`src/hdl/tcc_pkg.sv`:
```
// Shared types and constants of the TCP connection control block.
package tcc_pkg;

   // Command codes of an input beat
   localparam logic [1:0] CMD_SEGMENT = 2'd0;
   localparam logic [1:0] CMD_CONNECT = 2'd1;
   localparam logic [1:0] CMD_SEND    = 2'd2;
   localparam logic [1:0] CMD_CLOSE   = 2'd3;

   // Result kinds
   localparam logic [1:0] KIND_TRANSMIT = 2'd0;
   localparam logic [1:0] KIND_DELIVER  = 2'd1;
   localparam logic [1:0] KIND_REFUSE   = 2'd2;

   // Segment flag masks
   localparam logic [4:0] FLAG_FIN = 5'b00001;
   localparam logic [4:0] FLAG_SYN = 5'b00010;
   localparam logic [4:0] FLAG_RST = 5'b00100;
   localparam logic [4:0] FLAG_PSH = 5'b01000;
   localparam logic [4:0] FLAG_ACK = 5'b10000;

   // Connection states
   localparam logic [2:0] ST_CLOSED      = 3'd0;
   localparam logic [2:0] ST_SYN_SENT    = 3'd1;
   localparam logic [2:0] ST_ESTABLISHED = 3'd2;
   localparam logic [2:0] ST_FIN_WAIT1   = 3'd3;
   localparam logic [2:0] ST_FIN_WAIT2   = 3'd4;
   localparam logic [2:0] ST_CLOSE_WAIT  = 3'd5;
   localparam logic [2:0] ST_LAST_ACK    = 3'd6;
   localparam logic [2:0] ST_TIME_WAIT   = 3'd7;

   // Register map
   localparam logic [2:0] CSR_ADDR_ISS    = 3'd0;
   localparam logic [2:0] CSR_ADDR_WINDOW = 3'd4;

   localparam logic [31:0] ISS_RESET        = 32'd12345;
   localparam logic [15:0] WINDOW_RESET     = 16'd4096;
   localparam logic [15:0] EPHEMERAL_BASE   = 16'd49152;
   localparam logic [15:0] MIN_SEGMENT_LEN  = 16'd20;
   localparam int          RESULTS_PER_ITEM = 3;

   typedef struct packed {
      logic [1:0]  command;
      logic [31:0] peer_address;
      logic [15:0] port;
      logic [9:0]  port_salt;
      logic [4:0]  seg_flags;
      logic [31:0] seg_sequence;
      logic [31:0] seg_acknowledge;
      logic [3:0]  header_words;
      logic [15:0] byte_length;
   } req_item_type;

   typedef struct packed {
      logic [1:0]  result_kind;
      logic [4:0]  tx_flags;
      logic [31:0] tx_sequence;
      logic [31:0] tx_acknowledge;
      logic [15:0] tx_source_port;
      logic [15:0] tx_dest_port;
      logic [31:0] tx_dest_address;
      logic [15:0] payload_length;
      logic [5:0]  payload_offset;
      logic [2:0]  connection_state;
      logic        last;
   } result_type;

   // All results caused by one input beat
   typedef struct packed {
      logic [1:0]                        count;
      result_type [RESULTS_PER_ITEM-1:0] slot;
   } result_set_type;

endpackage

```
`src/hdl/tcc_req_if.sv`:
```
// Command channel interface: valid/ready handshake with the command payload.
interface tcc_req_if;
   logic        valid;
   logic        ready;
   logic [1:0]  command;
   logic [31:0] peer_address;
   logic [15:0] port;
   logic [9:0]  port_salt;
   logic [4:0]  seg_flags;
   logic [31:0] seg_sequence;
   logic [31:0] seg_acknowledge;
   logic [3:0]  header_words;
   logic [15:0] byte_length;

   modport source (
      output valid, command, peer_address, port, port_salt, seg_flags,
             seg_sequence, seg_acknowledge, header_words, byte_length,
      input  ready
   );
   modport sink (
      input  valid, command, peer_address, port, port_salt, seg_flags,
             seg_sequence, seg_acknowledge, header_words, byte_length,
      output ready
   );
endinterface

```
`src/hdl/tcc_rsp_if.sv`:
```
// Result channel interface: valid/ready handshake with the result payload.
interface tcc_rsp_if;
   logic        valid;
   logic        ready;
   logic [1:0]  result_kind;
   logic [4:0]  tx_flags;
   logic [31:0] tx_sequence;
   logic [31:0] tx_acknowledge;
   logic [15:0] tx_source_port;
   logic [15:0] tx_dest_port;
   logic [31:0] tx_dest_address;
   logic [15:0] payload_length;
   logic [5:0]  payload_offset;
   logic [2:0]  connection_state;
   logic        last;

   modport source (
      output valid, result_kind, tx_flags, tx_sequence, tx_acknowledge,
             tx_source_port, tx_dest_port, tx_dest_address, payload_length,
             payload_offset, connection_state, last,
      input  ready
   );
   modport sink (
      input  valid, result_kind, tx_flags, tx_sequence, tx_acknowledge,
             tx_source_port, tx_dest_port, tx_dest_address, payload_length,
             payload_offset, connection_state, last,
      output ready
   );
endinterface

```
`src/hdl/tcc_csr.sv`:
```
// Configuration registers behind the APB-style port.
module tcc_csr
   import tcc_pkg::*;
(
   input  logic        clock,
   input  logic        reset,
   input  logic        psel,
   input  logic        penable,
   input  logic        pwrite,
   input  logic [2:0]  paddr,
   input  logic [31:0] pwdata,
   output logic [31:0] prdata,
   output logic        pready,
   output logic [31:0] initial_send_sequence,
   output logic [15:0] advertised_window
);

   logic [31:0] iss_ff;
   logic [15:0] window_ff;
   logic        write_en;

   assign pready   = 1'b1;
   assign write_en = psel && penable && pwrite;

   // Register writes complete in the access cycle.
   always_ff @(posedge clock) begin
      if (reset) begin
         iss_ff    <= ISS_RESET;
         window_ff <= WINDOW_RESET;
      end else if (write_en) begin
         unique case (paddr)
            CSR_ADDR_ISS:    iss_ff    <= pwdata;
            CSR_ADDR_WINDOW: window_ff <= pwdata[15:0];
            default: ;
         endcase
      end
   end

   // Read data is decoded straight from the address.
   always_comb begin
      unique case (paddr)
         CSR_ADDR_ISS:    prdata = iss_ff;
         CSR_ADDR_WINDOW: prdata = {16'd0, window_ff};
         default:         prdata = 32'd0;
      endcase
   end

   assign initial_send_sequence = iss_ff;
   assign advertised_window     = window_ff;

endmodule

```
`src/hdl/tcc_engine.sv`:
```
// Connection state and the single-pass logic that turns one command into its results.
module tcc_engine
   import tcc_pkg::*;
#(
   parameter int MAX_SEND_PAYLOAD = 1024
) (
   input  logic           clock,
   input  logic           reset,
   input  logic           fire,
   input  req_item_type   item,
   input  logic [31:0]    initial_send_sequence,
   output result_set_type result_set
);

   logic [2:0]  state_ff, state_in;
   logic [31:0] remote_address_ff, remote_address_in;
   logic [15:0] peer_port_ff, peer_port_in;
   logic [15:0] own_port_ff, own_port_in;
   logic [31:0] send_next_ff, send_next_in;
   logic [31:0] send_unacked_ff, send_unacked_in;
   logic [31:0] receive_next_ff, receive_next_in;

   logic [5:0]  hdr_bytes;
   logic [15:0] seg_data_len;
   logic        seg_ok;
   logic        deliver;
   logic [31:0] rcv_after_data;
   logic [1:0]  n;
   result_type  res [RESULTS_PER_ITEM];

   // Transmit descriptor with the given addressing fields.
   function automatic result_type make_segment(
      input logic [4:0]  flags,
      input logic [31:0] seq,
      input logic [31:0] ack,
      input logic [15:0] sport,
      input logic [15:0] dport,
      input logic [31:0] daddr,
      input logic [15:0] plen
   );
      result_type r;
      r                 = '0;
      r.result_kind     = KIND_TRANSMIT;
      r.tx_flags        = flags;
      r.tx_sequence     = seq;
      r.tx_acknowledge  = ack;
      r.tx_source_port  = sport;
      r.tx_dest_port    = dport;
      r.tx_dest_address = daddr;
      r.payload_length  = plen;
      return r;
   endfunction

   function automatic result_type make_refusal();
      result_type r;
      r             = '0;
      r.result_kind = KIND_REFUSE;
      return r;
   endfunction

   // Segment checks and data length.
   assign hdr_bytes    = {item.header_words, 2'b00};
   assign seg_data_len = item.byte_length - {10'd0, hdr_bytes};
   assign seg_ok       = (item.byte_length >= MIN_SEGMENT_LEN)
                      && (item.peer_address == remote_address_ff)
                      && (item.port == own_port_ff)
                      && ({10'd0, hdr_bytes} <= item.byte_length);
   assign deliver      = (seg_data_len != 16'd0) && (item.seg_sequence == receive_next_ff);
   assign rcv_after_data = deliver ? receive_next_ff + {16'd0, seg_data_len}
                                   : receive_next_ff;

   // Next state and the ordered list of results.
   always_comb begin
      state_in          = state_ff;
      remote_address_in = remote_address_ff;
      peer_port_in      = peer_port_ff;
      own_port_in       = own_port_ff;
      send_next_in      = send_next_ff;
      send_unacked_in   = send_unacked_ff;
      receive_next_in   = receive_next_ff;
      n                 = 2'd0;
      for (int i = 0; i < RESULTS_PER_ITEM; i++) begin
         res[i] = '0;
      end

      unique case (item.command)
         CMD_SEGMENT: begin
            if (seg_ok) begin
               if ((item.seg_flags & FLAG_RST) != 5'd0) begin
                  state_in = ST_CLOSED;
               end else begin
                  unique case (state_ff) inside
                     ST_SYN_SENT: begin
                        if (((item.seg_flags & FLAG_SYN) != 5'd0)
                            && ((item.seg_flags & FLAG_ACK) != 5'd0)) begin
                           receive_next_in = item.seg_sequence + 32'd1;
                           send_unacked_in = item.seg_acknowledge;
                           state_in        = ST_ESTABLISHED;
                           res[0] = make_segment(FLAG_ACK, send_next_ff,
                                       item.seg_sequence + 32'd1, own_port_ff,
                                       peer_port_ff, remote_address_ff, 16'd0);
                           n = 2'd1;
                        end
                     end
                     ST_ESTABLISHED: begin
                        if ((item.seg_flags & FLAG_ACK) != 5'd0) begin
                           send_unacked_in = item.seg_acknowledge;
                        end
                        receive_next_in = rcv_after_data;
                        if (deliver) begin
                           res[0]                = '0;
                           res[0].result_kind    = KIND_DELIVER;
                           res[0].payload_length = seg_data_len;
                           res[0].payload_offset = hdr_bytes;
                           res[1] = make_segment(FLAG_ACK, send_next_ff, rcv_after_data,
                                       own_port_ff, peer_port_ff,
                                       remote_address_ff, 16'd0);
                           n = 2'd2;
                        end
                        if ((item.seg_flags & FLAG_FIN) != 5'd0) begin
                           receive_next_in = rcv_after_data + 32'd1;
                           res[n] = make_segment(FLAG_ACK, send_next_ff,
                                       rcv_after_data + 32'd1, own_port_ff,
                                       peer_port_ff, remote_address_ff, 16'd0);
                           n        = n + 2'd1;
                           state_in = ST_CLOSE_WAIT;
                        end
                     end
                     ST_FIN_WAIT1, ST_FIN_WAIT2: begin
                        if ((state_ff == ST_FIN_WAIT1)
                            && ((item.seg_flags & FLAG_ACK) != 5'd0)) begin
                           state_in = ST_FIN_WAIT2;
                        end
                        if ((item.seg_flags & FLAG_FIN) != 5'd0) begin
                           receive_next_in = receive_next_ff + 32'd1;
                           res[0] = make_segment(FLAG_ACK, send_next_ff,
                                       receive_next_ff + 32'd1, own_port_ff,
                                       peer_port_ff, remote_address_ff, 16'd0);
                           n        = 2'd1;
                           state_in = ST_TIME_WAIT;
                        end
                     end
                     ST_LAST_ACK: begin
                        if ((item.seg_flags & FLAG_ACK) != 5'd0) begin
                           state_in = ST_CLOSED;
                        end
                     end
                     default: ;
                  endcase
               end
            end
         end
         CMD_CONNECT: begin
            if (state_ff != ST_CLOSED) begin
               res[0] = make_refusal();
               n      = 2'd1;
            end else begin
               remote_address_in = item.peer_address;
               peer_port_in      = item.port;
               own_port_in       = EPHEMERAL_BASE + {6'd0, item.port_salt};
               send_next_in      = initial_send_sequence + 32'd1;
               send_unacked_in   = initial_send_sequence;
               receive_next_in   = 32'd0;
               state_in          = ST_SYN_SENT;
               res[0] = make_segment(FLAG_SYN, initial_send_sequence, 32'd0,
                           EPHEMERAL_BASE + {6'd0, item.port_salt}, item.port,
                           item.peer_address, 16'd0);
               n = 2'd1;
            end
         end
         CMD_SEND: begin
            if ((state_ff != ST_ESTABLISHED)
                || (item.byte_length > 16'(MAX_SEND_PAYLOAD))) begin
               res[0] = make_refusal();
            end else begin
               res[0] = make_segment(FLAG_ACK | FLAG_PSH, send_next_ff, receive_next_ff,
                           own_port_ff, peer_port_ff, remote_address_ff,
                           item.byte_length);
               send_next_in = send_next_ff + {16'd0, item.byte_length};
            end
            n = 2'd1;
         end
         CMD_CLOSE: begin
            if ((state_ff == ST_ESTABLISHED) || (state_ff == ST_CLOSE_WAIT)) begin
               res[0] = make_segment(FLAG_ACK | FLAG_FIN, send_next_ff, receive_next_ff,
                           own_port_ff, peer_port_ff, remote_address_ff, 16'd0);
               send_next_in = send_next_ff + 32'd1;
               state_in     = (state_ff == ST_ESTABLISHED) ? ST_FIN_WAIT1 : ST_LAST_ACK;
            end else begin
               res[0] = make_refusal();
            end
            n = 2'd1;
         end
         default: ;
      endcase

      // Every result carries the final state; the last one is marked.
      result_set.count = n;
      for (int i = 0; i < RESULTS_PER_ITEM; i++) begin
         res[i].connection_state = state_in;
         res[i].last             = (2'(i) == n - 2'd1);
         result_set.slot[i]      = res[i];
      end
   end

   // Connection state registers, updated once per fired command.
   always_ff @(posedge clock) begin
      if (reset) begin
         state_ff          <= ST_CLOSED;
         remote_address_ff <= 32'd0;
         peer_port_ff      <= 16'd0;
         own_port_ff       <= 16'd0;
         send_next_ff      <= 32'd0;
         send_unacked_ff   <= 32'd0;
         receive_next_ff   <= 32'd0;
      end else if (fire) begin
         state_ff          <= state_in;
         remote_address_ff <= remote_address_in;
         peer_port_ff      <= peer_port_in;
         own_port_ff       <= own_port_in;
         send_next_ff      <= send_next_in;
         send_unacked_ff   <= send_unacked_in;
         receive_next_ff   <= receive_next_in;
      end
   end

endmodule

```
`src/hdl/tcc_result_buffer.sv`:
```
// Result register that holds one command's results and hands them out one beat at a time.
module tcc_result_buffer
   import tcc_pkg::*;
(
   input  logic           clock,
   input  logic           reset,
   input  logic           load,
   input  result_set_type result_set,
   output logic           free,
   tcc_rsp_if.source      rsp_chan
);

   result_set_type set_ff;
   logic           valid_ff;
   logic [1:0]     idx_ff;
   logic           pop;
   logic           on_last;
   result_type     cur;

   assign pop     = valid_ff && rsp_chan.ready;
   assign on_last = (idx_ff == set_ff.count - 2'd1);
   assign free    = !valid_ff || (pop && on_last);

   // Hold a result set until its last beat has been taken.
   always_ff @(posedge clock) begin
      if (reset) begin
         valid_ff <= 1'b0;
         idx_ff   <= 2'd0;
      end else if (load && (result_set.count != 2'd0)) begin
         valid_ff <= 1'b1;
         idx_ff   <= 2'd0;
      end else if (pop && on_last) begin
         valid_ff <= 1'b0;
      end else if (pop) begin
         idx_ff <= idx_ff + 2'd1;
      end
   end

   always_ff @(posedge clock) begin
      if (load) begin
         set_ff <= result_set;
      end
   end

   // Present the current slot on the result channel.
   assign cur                       = set_ff.slot[idx_ff];
   assign rsp_chan.valid            = valid_ff;
   assign rsp_chan.result_kind      = cur.result_kind;
   assign rsp_chan.tx_flags         = cur.tx_flags;
   assign rsp_chan.tx_sequence      = cur.tx_sequence;
   assign rsp_chan.tx_acknowledge   = cur.tx_acknowledge;
   assign rsp_chan.tx_source_port   = cur.tx_source_port;
   assign rsp_chan.tx_dest_port     = cur.tx_dest_port;
   assign rsp_chan.tx_dest_address  = cur.tx_dest_address;
   assign rsp_chan.payload_length   = cur.payload_length;
   assign rsp_chan.payload_offset   = cur.payload_offset;
   assign rsp_chan.connection_state = cur.connection_state;
   assign rsp_chan.last             = cur.last;

endmodule

```
`src/hdl/tcp_connection_control_core.sv`:
```
// Top level of the single-connection TCP control block.
//
// Commands (received segment header, connect, send, close) arrive as beats on
// req_chan; descriptors to transmit, delivery notices and refusals leave as
// beats on rsp_chan, one to three per command, the final one marked by last.
// A command with no effect on the peer (a discarded segment, a reset, an
// ignored segment) gives no beat at all.
// A command beat is taken into an input register, processed against the
// connection state once the result register is free, and written with all
// its results into the result register, from which they are offered in order.
// One command per cycle is taken while each yields at most one result and the
// receiver keeps ready high; a command with more results holds the result
// register until its last is taken, which sets the rate when results pile up.
// When the receiver stalls, the result register holds its beat and the input
// register takes one more command, after which req_chan.ready falls.
// Reset clears the connection to closed with zero addresses, ports and
// sequence numbers, empties both registers, and restores the initial send
// sequence (12345) and advertised window (4096). The user must write registers
// over the APB-style port only while the block is idle; the block does not enforce it.
module tcp_connection_control_core
   import tcc_pkg::*;
#(
   parameter int MAX_SEND_PAYLOAD = 1024
) (
   input  logic        clock,
   input  logic        reset,
   tcc_req_if.sink     req_chan,
   tcc_rsp_if.source   rsp_chan,
   input  logic        psel,
   input  logic        penable,
   input  logic        pwrite,
   input  logic [2:0]  paddr,
   input  logic [31:0] pwdata,
   output logic [31:0] prdata,
   output logic        pready
);

   req_item_type   item_ff;
   logic           in_valid_ff;
   logic           fire;
   logic           buf_free;
   logic           accept;
   logic [31:0]    initial_send_sequence;
   logic [15:0]    advertised_window;
   result_set_type result_set;

   // Input register: refilled as soon as its command is processed.
   assign fire           = in_valid_ff && buf_free;
   assign req_chan.ready = !in_valid_ff || fire;
   assign accept         = req_chan.valid && req_chan.ready;

   always_ff @(posedge clock) begin
      if (reset) begin
         in_valid_ff <= 1'b0;
      end else if (accept) begin
         in_valid_ff <= 1'b1;
      end else if (fire) begin
         in_valid_ff <= 1'b0;
      end
   end

   always_ff @(posedge clock) begin
      if (accept) begin
         item_ff.command         <= req_chan.command;
         item_ff.peer_address    <= req_chan.peer_address;
         item_ff.port            <= req_chan.port;
         item_ff.port_salt       <= req_chan.port_salt;
         item_ff.seg_flags       <= req_chan.seg_flags;
         item_ff.seg_sequence    <= req_chan.seg_sequence;
         item_ff.seg_acknowledge <= req_chan.seg_acknowledge;
         item_ff.header_words    <= req_chan.header_words;
         item_ff.byte_length     <= req_chan.byte_length;
      end
   end

   tcc_csr u_csr (
      .clock                 (clock),
      .reset                 (reset),
      .psel                  (psel),
      .penable               (penable),
      .pwrite                (pwrite),
      .paddr                 (paddr),
      .pwdata                (pwdata),
      .prdata                (prdata),
      .pready                (pready),
      .initial_send_sequence (initial_send_sequence),
      .advertised_window     (advertised_window)
   );

   tcc_engine #(
      .MAX_SEND_PAYLOAD (MAX_SEND_PAYLOAD)
   ) u_engine (
      .clock                 (clock),
      .reset                 (reset),
      .fire                  (fire),
      .item                  (item_ff),
      .initial_send_sequence (initial_send_sequence),
      .result_set            (result_set)
   );

   tcc_result_buffer u_result_buffer (
      .clock      (clock),
      .reset      (reset),
      .load       (fire),
      .result_set (result_set),
      .free       (buf_free),
      .rsp_chan   (rsp_chan)
   );

endmodule

```
`src/flat_wrapper.sv`:
```
// flat-port wrapper written by rule: the top's interface ports become plain ports
module tcp_connection_control_core_flat import tcc_pkg::*;
#(
   parameter int MAX_SEND_PAYLOAD = 1024
)
  (clock, reset, psel, penable, pwrite, paddr, pwdata, prdata, pready, req_chan_valid, req_chan_command, req_chan_peer_address, req_chan_port, req_chan_port_salt, req_chan_seg_flags, req_chan_seg_sequence, req_chan_seg_acknowledge, req_chan_header_words, req_chan_byte_length, req_chan_ready, rsp_chan_valid, rsp_chan_result_kind, rsp_chan_tx_flags, rsp_chan_tx_sequence, rsp_chan_tx_acknowledge, rsp_chan_tx_source_port, rsp_chan_tx_dest_port, rsp_chan_tx_dest_address, rsp_chan_payload_length, rsp_chan_payload_offset, rsp_chan_connection_state, rsp_chan_last, rsp_chan_ready);
  tcc_req_if req_chan_i ();
  tcc_rsp_if rsp_chan_i ();
  input  logic clock;
  input  logic reset;
  input  logic psel;
  input  logic penable;
  input  logic pwrite;
  input  logic [2:0] paddr;
  input  logic [31:0] pwdata;
  output logic [31:0] prdata;
  output logic pready;
  input wire logic [$bits(req_chan_i.valid)-1:0] req_chan_valid;
  input wire logic [$bits(req_chan_i.command)-1:0] req_chan_command;
  input wire logic [$bits(req_chan_i.peer_address)-1:0] req_chan_peer_address;
  input wire logic [$bits(req_chan_i.port)-1:0] req_chan_port;
  input wire logic [$bits(req_chan_i.port_salt)-1:0] req_chan_port_salt;
  input wire logic [$bits(req_chan_i.seg_flags)-1:0] req_chan_seg_flags;
  input wire logic [$bits(req_chan_i.seg_sequence)-1:0] req_chan_seg_sequence;
  input wire logic [$bits(req_chan_i.seg_acknowledge)-1:0] req_chan_seg_acknowledge;
  input wire logic [$bits(req_chan_i.header_words)-1:0] req_chan_header_words;
  input wire logic [$bits(req_chan_i.byte_length)-1:0] req_chan_byte_length;
  output wire logic [$bits(req_chan_i.ready)-1:0] req_chan_ready;
  output wire logic [$bits(rsp_chan_i.valid)-1:0] rsp_chan_valid;
  output wire logic [$bits(rsp_chan_i.result_kind)-1:0] rsp_chan_result_kind;
  output wire logic [$bits(rsp_chan_i.tx_flags)-1:0] rsp_chan_tx_flags;
  output wire logic [$bits(rsp_chan_i.tx_sequence)-1:0] rsp_chan_tx_sequence;
  output wire logic [$bits(rsp_chan_i.tx_acknowledge)-1:0] rsp_chan_tx_acknowledge;
  output wire logic [$bits(rsp_chan_i.tx_source_port)-1:0] rsp_chan_tx_source_port;
  output wire logic [$bits(rsp_chan_i.tx_dest_port)-1:0] rsp_chan_tx_dest_port;
  output wire logic [$bits(rsp_chan_i.tx_dest_address)-1:0] rsp_chan_tx_dest_address;
  output wire logic [$bits(rsp_chan_i.payload_length)-1:0] rsp_chan_payload_length;
  output wire logic [$bits(rsp_chan_i.payload_offset)-1:0] rsp_chan_payload_offset;
  output wire logic [$bits(rsp_chan_i.connection_state)-1:0] rsp_chan_connection_state;
  output wire logic [$bits(rsp_chan_i.last)-1:0] rsp_chan_last;
  input wire logic [$bits(rsp_chan_i.ready)-1:0] rsp_chan_ready;
  assign req_chan_i.valid = req_chan_valid;
  assign req_chan_i.command = req_chan_command;
  assign req_chan_i.peer_address = req_chan_peer_address;
  assign req_chan_i.port = req_chan_port;
  assign req_chan_i.port_salt = req_chan_port_salt;
  assign req_chan_i.seg_flags = req_chan_seg_flags;
  assign req_chan_i.seg_sequence = req_chan_seg_sequence;
  assign req_chan_i.seg_acknowledge = req_chan_seg_acknowledge;
  assign req_chan_i.header_words = req_chan_header_words;
  assign req_chan_i.byte_length = req_chan_byte_length;
  assign req_chan_ready = req_chan_i.ready;
  assign rsp_chan_valid = rsp_chan_i.valid;
  assign rsp_chan_result_kind = rsp_chan_i.result_kind;
  assign rsp_chan_tx_flags = rsp_chan_i.tx_flags;
  assign rsp_chan_tx_sequence = rsp_chan_i.tx_sequence;
  assign rsp_chan_tx_acknowledge = rsp_chan_i.tx_acknowledge;
  assign rsp_chan_tx_source_port = rsp_chan_i.tx_source_port;
  assign rsp_chan_tx_dest_port = rsp_chan_i.tx_dest_port;
  assign rsp_chan_tx_dest_address = rsp_chan_i.tx_dest_address;
  assign rsp_chan_payload_length = rsp_chan_i.payload_length;
  assign rsp_chan_payload_offset = rsp_chan_i.payload_offset;
  assign rsp_chan_connection_state = rsp_chan_i.connection_state;
  assign rsp_chan_last = rsp_chan_i.last;
  assign rsp_chan_i.ready = rsp_chan_ready;
  tcp_connection_control_core #(.MAX_SEND_PAYLOAD(MAX_SEND_PAYLOAD)) u_core (.clock(clock), .reset(reset), .req_chan(req_chan_i), .rsp_chan(rsp_chan_i), .psel(psel), .penable(penable), .pwrite(pwrite), .paddr(paddr), .pwdata(pwdata), .prdata(prdata), .pready(pready));
endmodule
```
`config.mk`:
```
export PLATFORM = sky130hd
export DESIGN_NAME = tcp_connection_control_core_flat
export DESIGN_NICKNAME = d
export VERILOG_FILES = /design/src/hdl/tcc_pkg.sv /design/src/hdl/tcc_req_if.sv /design/src/hdl/tcc_rsp_if.sv /design/src/hdl/tcc_csr.sv /design/src/hdl/tcc_engine.sv /design/src/hdl/tcc_result_buffer.sv /design/src/hdl/tcp_connection_control_core.sv /design/src/flat_wrapper.sv
export SDC_FILE = /design/constraint.sdc
export NUM_CORES = 2
export LEC_CHECK = 0
export BUFFER_PORTS_ARGS = -buffer_cell sky130_fd_sc_hd__buf_4
export CAP_MARGIN = 20
export CORE_ASPECT_RATIO = 1.2
export CORE_MARGIN = 5
export CORE_UTILIZATION = 64
export CTS_CLUSTER_SIZE = 12
export DETAILED_ROUTE_END_ITERATION = 7
export PLACE_DENSITY = 0.88
export SLEW_MARGIN = 20
export SYNTH_ARGS = -nofsm -noshare
export SYNTH_HDL_FRONTEND = slang
export SYNTH_SLANG_ARGS = --single-unit
```
`constraint.sdc`:
```
create_clock -name clock -period 22.7 [get_ports clock]
set_input_delay 2.27 -clock clock [delete_from_list [all_inputs] [get_ports clock]]
set_output_delay 2.27 -clock clock [all_outputs]
set_load 0.005 [all_outputs]
```
## Word-level counts from Yosys, hierarchy flattened

Index checks and enable logic that the tools add are counted.

- $add $sub $neg: 13
- Multipliers: 0
- Div/mod/pow operators: 0
- Magnitude comparators: 6
- Equality and inequality tests: 25
- Shift operators: 0
- Muxes and demuxes: 63
- Bitwise operators: 7
- Reduce and logical (&&, ||, !) cells: 41

Operator list:

| cell | count |
|---|---|
| two-way mux 322 bit | 5 |
| two-way mux 483 bit | 3 |
| two-way mux 161 bit | 5 |
| case mux 161 bit (4 select lines) | 1 |
| bitwise mux 483 bit | 1 |
| case mux 161 bit (3 select lines) | 1 |
| binary-select mux 161 bit (select 2 bit) | 1 |
| demux 161 bit (select 2 bit) | 1 |
| two-way mux 321 bit | 1 |
| two-way mux 32 bit | 10 |
| two-way mux 159 bit | 2 |
| case mux 32 bit (3 select lines) | 2 |
| adder 32 x 1 -> 32 bit, second input constant | 5 |
| case mux 32 bit (2 select lines) | 2 |
| adder 32 x 16 -> 32 bit | 2 |
| == test 32 bit | 2 |
| two-way mux 3 bit | 10 |
| adder 15 x 11 -> 16 bit, first input constant | 1 |
| == test 16 bit | 1 |
| greater-or-equal comparator 16 x 5 -> 1 bit, second input constant | 1 |
| greater-than comparator 16 x 11 -> 1 bit, second input constant | 1 |
| <= comparator 6 x 16 -> 1 bit | 1 |
| two-way mux 2 bit | 8 |
| nonzero test 16 bit | 1 |
| 40 further kinds | 87 |

- Flip-flop bits (word level): 779
- Latch bits: 0
- Bits in writable memories: 0
- Bits in read-only memories: 0
- Output and inout port bits: 196
- Memories: 0

## Logic depth before layout (Yosys ltp)

- Word-level depth: 19
- Gate-level depth with buffers: 24
- Mapped depth without buffers: 22

## Modules after synthesis

Synthesis repeated with hierarchy kept, for this count alone.

- Cell total of the unflattened synthesis: 3977
- Area total of the unflattened synthesis: 42336.9 um^2

Modules (own cells, without submodules):

| module | times used | cells each | area an instance (um^2) | seq. area each (um^2) |
|---|---|---|---|---|
| tcc_result_buffer | 1 | 1048 | 18162.4 | 14624.0 |
| tcc_engine | 1 | 2535 | 17270.3 | 2522.4 |
| tcp_connection_control_core | 1 | 155 | 4536.9 | 4494.3 |
| tcc_csr | 1 | 239 | 2367.3 | 960.9 |

## Worst setup path before layout

Ideal clock, no wire load.

- Path kind: input -> register
- From: input rsp_chan_ready
- To: register u_core.u_engine.send_next_ff[29]
- Library setup time: 0.132 ns
- Data arrival time: 15.730 ns
- Data required time: 22.568 ns
- Slack: 6.837 ns
- Cell stages on the path: 8
- Path through: a21boi_0 > nor2b_1 > buf_1 > nand3_1 > clkbuf_1 > a222oi_1 > a21boi_0 > a21oi_1

- Longest elaborated chain between the ends: 5

RTL lines:

| what | RTL line | text |
|---|---|---|
| from (decl) | flat_wrapper.sv:41 | `input wire logic [$bits(rsp_chan_i.ready)-1:0] rsp_chan_ready;` |
| logical AND 1 bit | tcc_result_buffer.sv:20 | `assign pop = valid_ff && rsp_chan.ready;` |
| logical AND 1 bit | tcc_result_buffer.sv:22 | `assign free = !valid_ff \|\| (pop && on_last);` |
| logical OR 1 bit | tcc_result_buffer.sv:22 |  |
| logical AND 1 bit | tcp_connection_control_core.sv:48 | `assign fire = in_valid_ff && buf_free;` |
| net u_core.fire | tcp_connection_control_core.sv:40 | `logic fire;` |
| AND reduction 5 bit (no source line) | n/a |  |
| to (signal assigned) | tcc_engine.sv:221 | `send_next_ff <= send_next_in;` |
| to (decl) | tcc_engine.sv:19 | `logic [31:0] send_next_ff, send_next_in;` |

The timed path passes the listed nets, and every way through them passes these cells.
A chain may end at the register's enable or synchronous reset.

## Worst setup path in the final report

- From: register u_core.item_ff[2] in the netlist's numbering
- To: register u_core.u_engine.receive_next_ff[26]

- Longest elaborated chain between the ends: 10
- Elaborated cells between the ends (all ways): 18
- Those cells by class: 3 x add/sub; 2 x order compare; 1 x eq/ne; 6 x mux; 6 x reduce/logical

RTL lines:

| what | RTL line | text |
|---|---|---|
| from (decl) | tcp_connection_control_core.sv:38 | `req_item_type item_ff;` |
| subtractor 16 x 6 -> 16 bit | tcc_engine.sv:63 | `assign seg_data_len = item.byte_length - {10'd0, hdr_bytes};` |
| nonzero test 16 bit | tcc_engine.sv:68 | `assign deliver = (seg_data_len != 16'd0) && (item.seg_sequence == receive_next_ff);` |
| logical AND 1 bit | tcc_engine.sv:68 |  |
| two-way mux 32 bit | tcc_engine.sv:69 | `assign rcv_after_data = deliver ? receive_next_ff + {16'd0, seg_data_len}` |
| net u_core.u_engine.rcv_after_data[0] | tcc_engine.sv:27 | `logic [31:0] rcv_after_data;` |
| adder 32 x 1 -> 32 bit | tcc_engine.sv:121 | `receive_next_in = rcv_after_data + 32'd1;` |
| two-way mux 32 bit | tcc_engine.sv:120 | `if ((item.seg_flags & FLAG_FIN) != 5'd0) begin` |
| case mux 32 bit (3 select lines) | tcc_engine.sv:92 | `unique case (state_ff) inside` |
| two-way mux 32 bit | tcc_engine.sv:89 | `if ((item.seg_flags & FLAG_RST) != 5'd0) begin` |
| two-way mux 32 bit | tcc_engine.sv:88 | `if (seg_ok) begin` |
| case mux 32 bit (2 select lines) | tcc_engine.sv:86 | `unique case (item.command)` |
| to (signal assigned) | tcc_engine.sv:223 | `receive_next_ff <= receive_next_in;` |
| to (decl) | tcc_engine.sv:21 | `logic [31:0] receive_next_ff, receive_next_in;` |

The timed path passes the listed nets, and every way through them passes these cells. The select of a mux whose other input is x is not followed.

==> reports/qor.txt <==
==========================================================================================
Outcome                                                                          completed
Deepest clock path buffer count                                                          3
Netlist area before placement                                                    37200 µm²
Via density                                                                           6.52
Fin area                                                                         42300 µm²
Final critical delay including setup and external delays                           7.04 ns
Largest cells by area after synthesis                                         sky130_fd_sc_hd__edfxtp_1, sky130_fd_sc_hd__dfxtp_1, sky130_fd_sc_hd__nand2_1, sky130_fd_sc_hd__and2_1, sky130_fd_sc_hd__mux2i_1
Clock edge transition at the registers on the reported setup and hold paths        0.06 ns
Top fanout value on the critical path                                                    9
FP Rows                                                                                 96
Clock H-tree levels                                                                      3
Required arrival time at the worst endpoint                                       23.18 ns
Setup violations, final                                                                  0
Synth top area share                                                                 42.0%
TritonCTS clock tree                                                                   yes
Total CTS buffers                                                                       72
Type of element capturing the critical path                                      flip-flop
Synth Area per Inst                                                               10.0 µm²
Post-CTS repair timing setup buffer count                                                0
Master cell of the clock root buffer                                          sky130_fd_sc_hd__clkbuf_16
Cts repair resizes                                                                       0
Count of placed standard cells in the final layout, fillers left out                  4683
Share of synthesized area occupied by flip-flops and latches                         51.6%
Commonest cells after routing, fill and taps aside                            sky130_fd_sc_hd__edfxtp_1, sky130_fd_sc_hd__nand2_1, sky130_fd_sc_hd__buf_4
Global-route usage over all layers                                                   33.5%
Transition time of the tightest slew-check pin                                     1.21 ns
Area growth from synthesis to layout                                                 13.7%
Overall die width                                                                   230 µm
Global-route wire length before repair                                              167 mm
Iteration-0 DRC Markers                                                               4095
TNS Setup                                                                             0 ns
Insertion delay to the later sink of the worst-skew pair                           0.64 ns
Die footprint                                                                    63100 µm²
Yosys cell types                                                                        89
DRT antenna net count                                                                    0
EDFF count, synth                                                                      521
Number of global-route vias before repair                                            28410
Share of synthesized flip-flops with an asynchronous set or reset                       0%
Worst clock skew                                                                 0.0422 ns
Part of the cycle the worst path needs                                               31.0%
Worst Setup Path Type                                                              reg2reg
Layout cells sized above 1                                                           13.9%
Hold violation total from the final report                                               0
Number of vias after detailed routing                                                30537
Dpl hpwl                                                                           73.4 mm
Max-slew violation total from the final report                                           0
Number of inserted diodes                                                                0
Cell accounting for the most synthesized area                                 sky130_fd_sc_hd__edfxtp_1
Number of max-cap violations                                                             0
DR WL/cell                                                                         23.3 µm
Synthesized instance count                                                            3709
Tightest slew margin relative to the limit                                           18.9%
Post-synthesis register bit count                                                      699
Largest net degree at the start of global routing                                      200
Highest achievable clock rate                                                      142 MHz
Power per cell area                                                            68.6 nW/µm²
Routability cong.                                                                    0.970
Starting density of the core                                                         64.9%
Clock tree sinks                                                                       699
Nets@finish                                                                           4127
DRC violations left                                                                      0
Setup repair after global routing missed its margin                                  false
Height of the chip                                                                  274 µm
IO buf count                                                                           345
Core Area                                                                        57400 µm²
First-pass detailed-route iteration total                                                7
Kind of start point of the critical path                                         flip-flop
Total wirelength of the detailed-routed design                                      109 mm
Leak                                                                               14.6 nW
Total placed instance area                                                       40100 µm²
Maximum ir drop on the vdd rail                                                    56.1 µV
Most common cell after layout, fill and taps aside                            sky130_fd_sc_hd__edfxtp_1
Arrival time of data at the critical path endpoint                                 7.52 ns
Global-route congestion overflow total                                                   0
Hold/Removal Path Class                                                            reg2reg
Hold bufs inserted after CTS                                                             0
Antenna violations before repair                                                         0
Number of instances in the placed design                                              4553
Primary flip-flop cell chosen by synthesis mapping                            sky130_fd_sc_hd__edfxtp_1
Top-level I/O count                                                                    387
Yosys synthesis warning count                                                            0
==========================================================================================
[synth_stat cells (all sizes together), types with 8 or more instances]
cell / count
nand2: 517
a211oi: 30
nor3: 64
a21o: 20
inv: 47
clkbuf: 256
o21a: 13
or3: 13
or4: 10
nand2b: 10
a22o: 121
dfxtp: 178
o221ai: 10
a22oi: 35
xnor2: 165
a222oi: 8
o31ai: 17
o21ai: 249
o211ai: 10
nand3: 84
xor2: 97
nor4: 24
a32oi: 8
nor2b: 14
edfxtp: 521
o22ai: 37
or2: 10
and3: 27
a31oi: 16
ha: 41
buf: 32
a31o: 13
and2: 262
a21oi: 195
nand3b: 15
nor2: 213
nand4: 64
mux2i: 156
o32ai: 13
[registers in the layout, summed over array words and instances, names as in the netlist]
signal,count
u_core.u_engine.own_port_ff,11
u_core.u_result_buffer.idx_ff,2
u_core.u_engine.peer_port_ff,16
u_core.u_engine.remote_address_ff,32
u_core.u_result_buffer.rsp_chan.valid,1
u_core.in_valid_ff,1
u_core.u_engine.state_ff,3
u_core.u_csr.initial_send_sequence,32
u_core.u_result_buffer.set_ff,405
u_core.u_csr.advertised_window,16
u_core.item_ff,116
u_core.u_engine.send_next_ff,32
u_core.u_engine.receive_next_ff,32
[kinds of logic (layout without fill, tap and decap cells)]
logic type	after synthesis	after routing	synth area share, %
compound gates	854	854	15.1
xor+xnor	262	262	6.18
fa+ha+maj	44	44	1.54
buf+inv	335	568	3.52
flops	699	699	51.6
mux	160	160	4.31
other cells	2	8	0.0202
simple gates	1353	1353	17.8
[layer usage]
metal	routed length, µm	vias to the layer above	part of all wire [%]	global-route usage, %
met5	0	-	0	0
met4	4250	0	3.9	12.1
met3	12800	278	12	6.90
met2	50400	2025	46	53.0
met1	41700	14461	38	46.4
li1	-	13773	-	-
[final cells by class]
cell class	instances	area (µm²)
clock buffers	110	1980
clock inverters	20	285
fillers	3961	15100
inverters	47	176
multi-input cells	2681	16800
flip-flops and latches	699	19200
well taps	735	920
repair buffers	391	2950
[power by group]
part           switching [mW]  internal [mW]  total (mW)
clock                   0.505          0.657        1.16
sequential             0.0418           1.42        1.46
combinational           0.168          0.112       0.279
total                   0.714           2.19        2.90
[worst max-delay path, stage by stage, from the launching register on]
cell,delay [ns]
sky130_fd_sc_hd__edfxtp_1,0.52
sky130_fd_sc_hd__inv_1,0.11
sky130_fd_sc_hd__ha_1,0.16
sky130_fd_sc_hd__inv_1,0.06
sky130_fd_sc_hd__fa_1,0.43
sky130_fd_sc_hd__a21o_1,0.25
sky130_fd_sc_hd__a21oi_1,0.37
sky130_fd_sc_hd__nand3_1,0.19
sky130_fd_sc_hd__xor2_2,0.58
sky130_fd_sc_hd__a31oi_4,0.20
sky130_fd_sc_hd__mux2i_1,0.24
sky130_fd_sc_hd__inv_1,0.13
sky130_fd_sc_hd__ha_1,0.38
sky130_fd_sc_hd__and2_1,0.20
sky130_fd_sc_hd__or3b_2,0.49
sky130_fd_sc_hd__nor3_1,0.52
sky130_fd_sc_hd__and2_1,0.27
sky130_fd_sc_hd__nand4_1,0.13
sky130_fd_sc_hd__a21oi_1,0.36
sky130_fd_sc_hd__nand4_1,0.48
sky130_fd_sc_hd__nor3_1,0.35
sky130_fd_sc_hd__xor2_1,0.37
sky130_fd_sc_hd__o21ai_1,0.09
[path summary, 6_finish.rpt]
| kind | to | start | slack (ns) | cells after the start |
|---|---|---|---|---|
| worst max-delay path | u_core.u_engine.receive_next_ff[26]$_SDFFE_PP0P_ | u_core.item_ff[2]$_DFFE_PP_ | 15.66 | 22 |
| worst min register to register | u_core.u_csr.advertised_window[14]$_SDFFE_PP0P_ | u_core.u_csr.advertised_window[14]$_SDFFE_PP0P_ | 0.45 | 2 |
| worst min-delay path | u_core.u_csr.advertised_window[14]$_SDFFE_PP0P_ | u_core.u_csr.advertised_window[14]$_SDFFE_PP0P_ | 0.45 | 2 |
| worst max register to register | u_core.u_engine.receive_next_ff[26]$_SDFFE_PP0P_ | u_core.item_ff[2]$_DFFE_PP_ | 15.66 | 22 |
[stage by stage]
step | hold WS (ns) | utilization, % | power [mW] | setup WS [ns]
2_1_floorplan | 0.436 | - | 1.66 | 6.84
3_3_place_gp | 0.441 | 69.8 | 1.75 | 15.96
3_5_place_dp | 0.446 | 69.8 | 1.76 | 15.94
4_1_cts | 0.454 | 73.7 | 2.91 | 15.87
5_1_grt | 0.465 | 73.8 | 2.99 | 15.28
6_report | 0.454 | 73.8 | 2.90 | 15.66
Power figures use the tool's default switching activity.
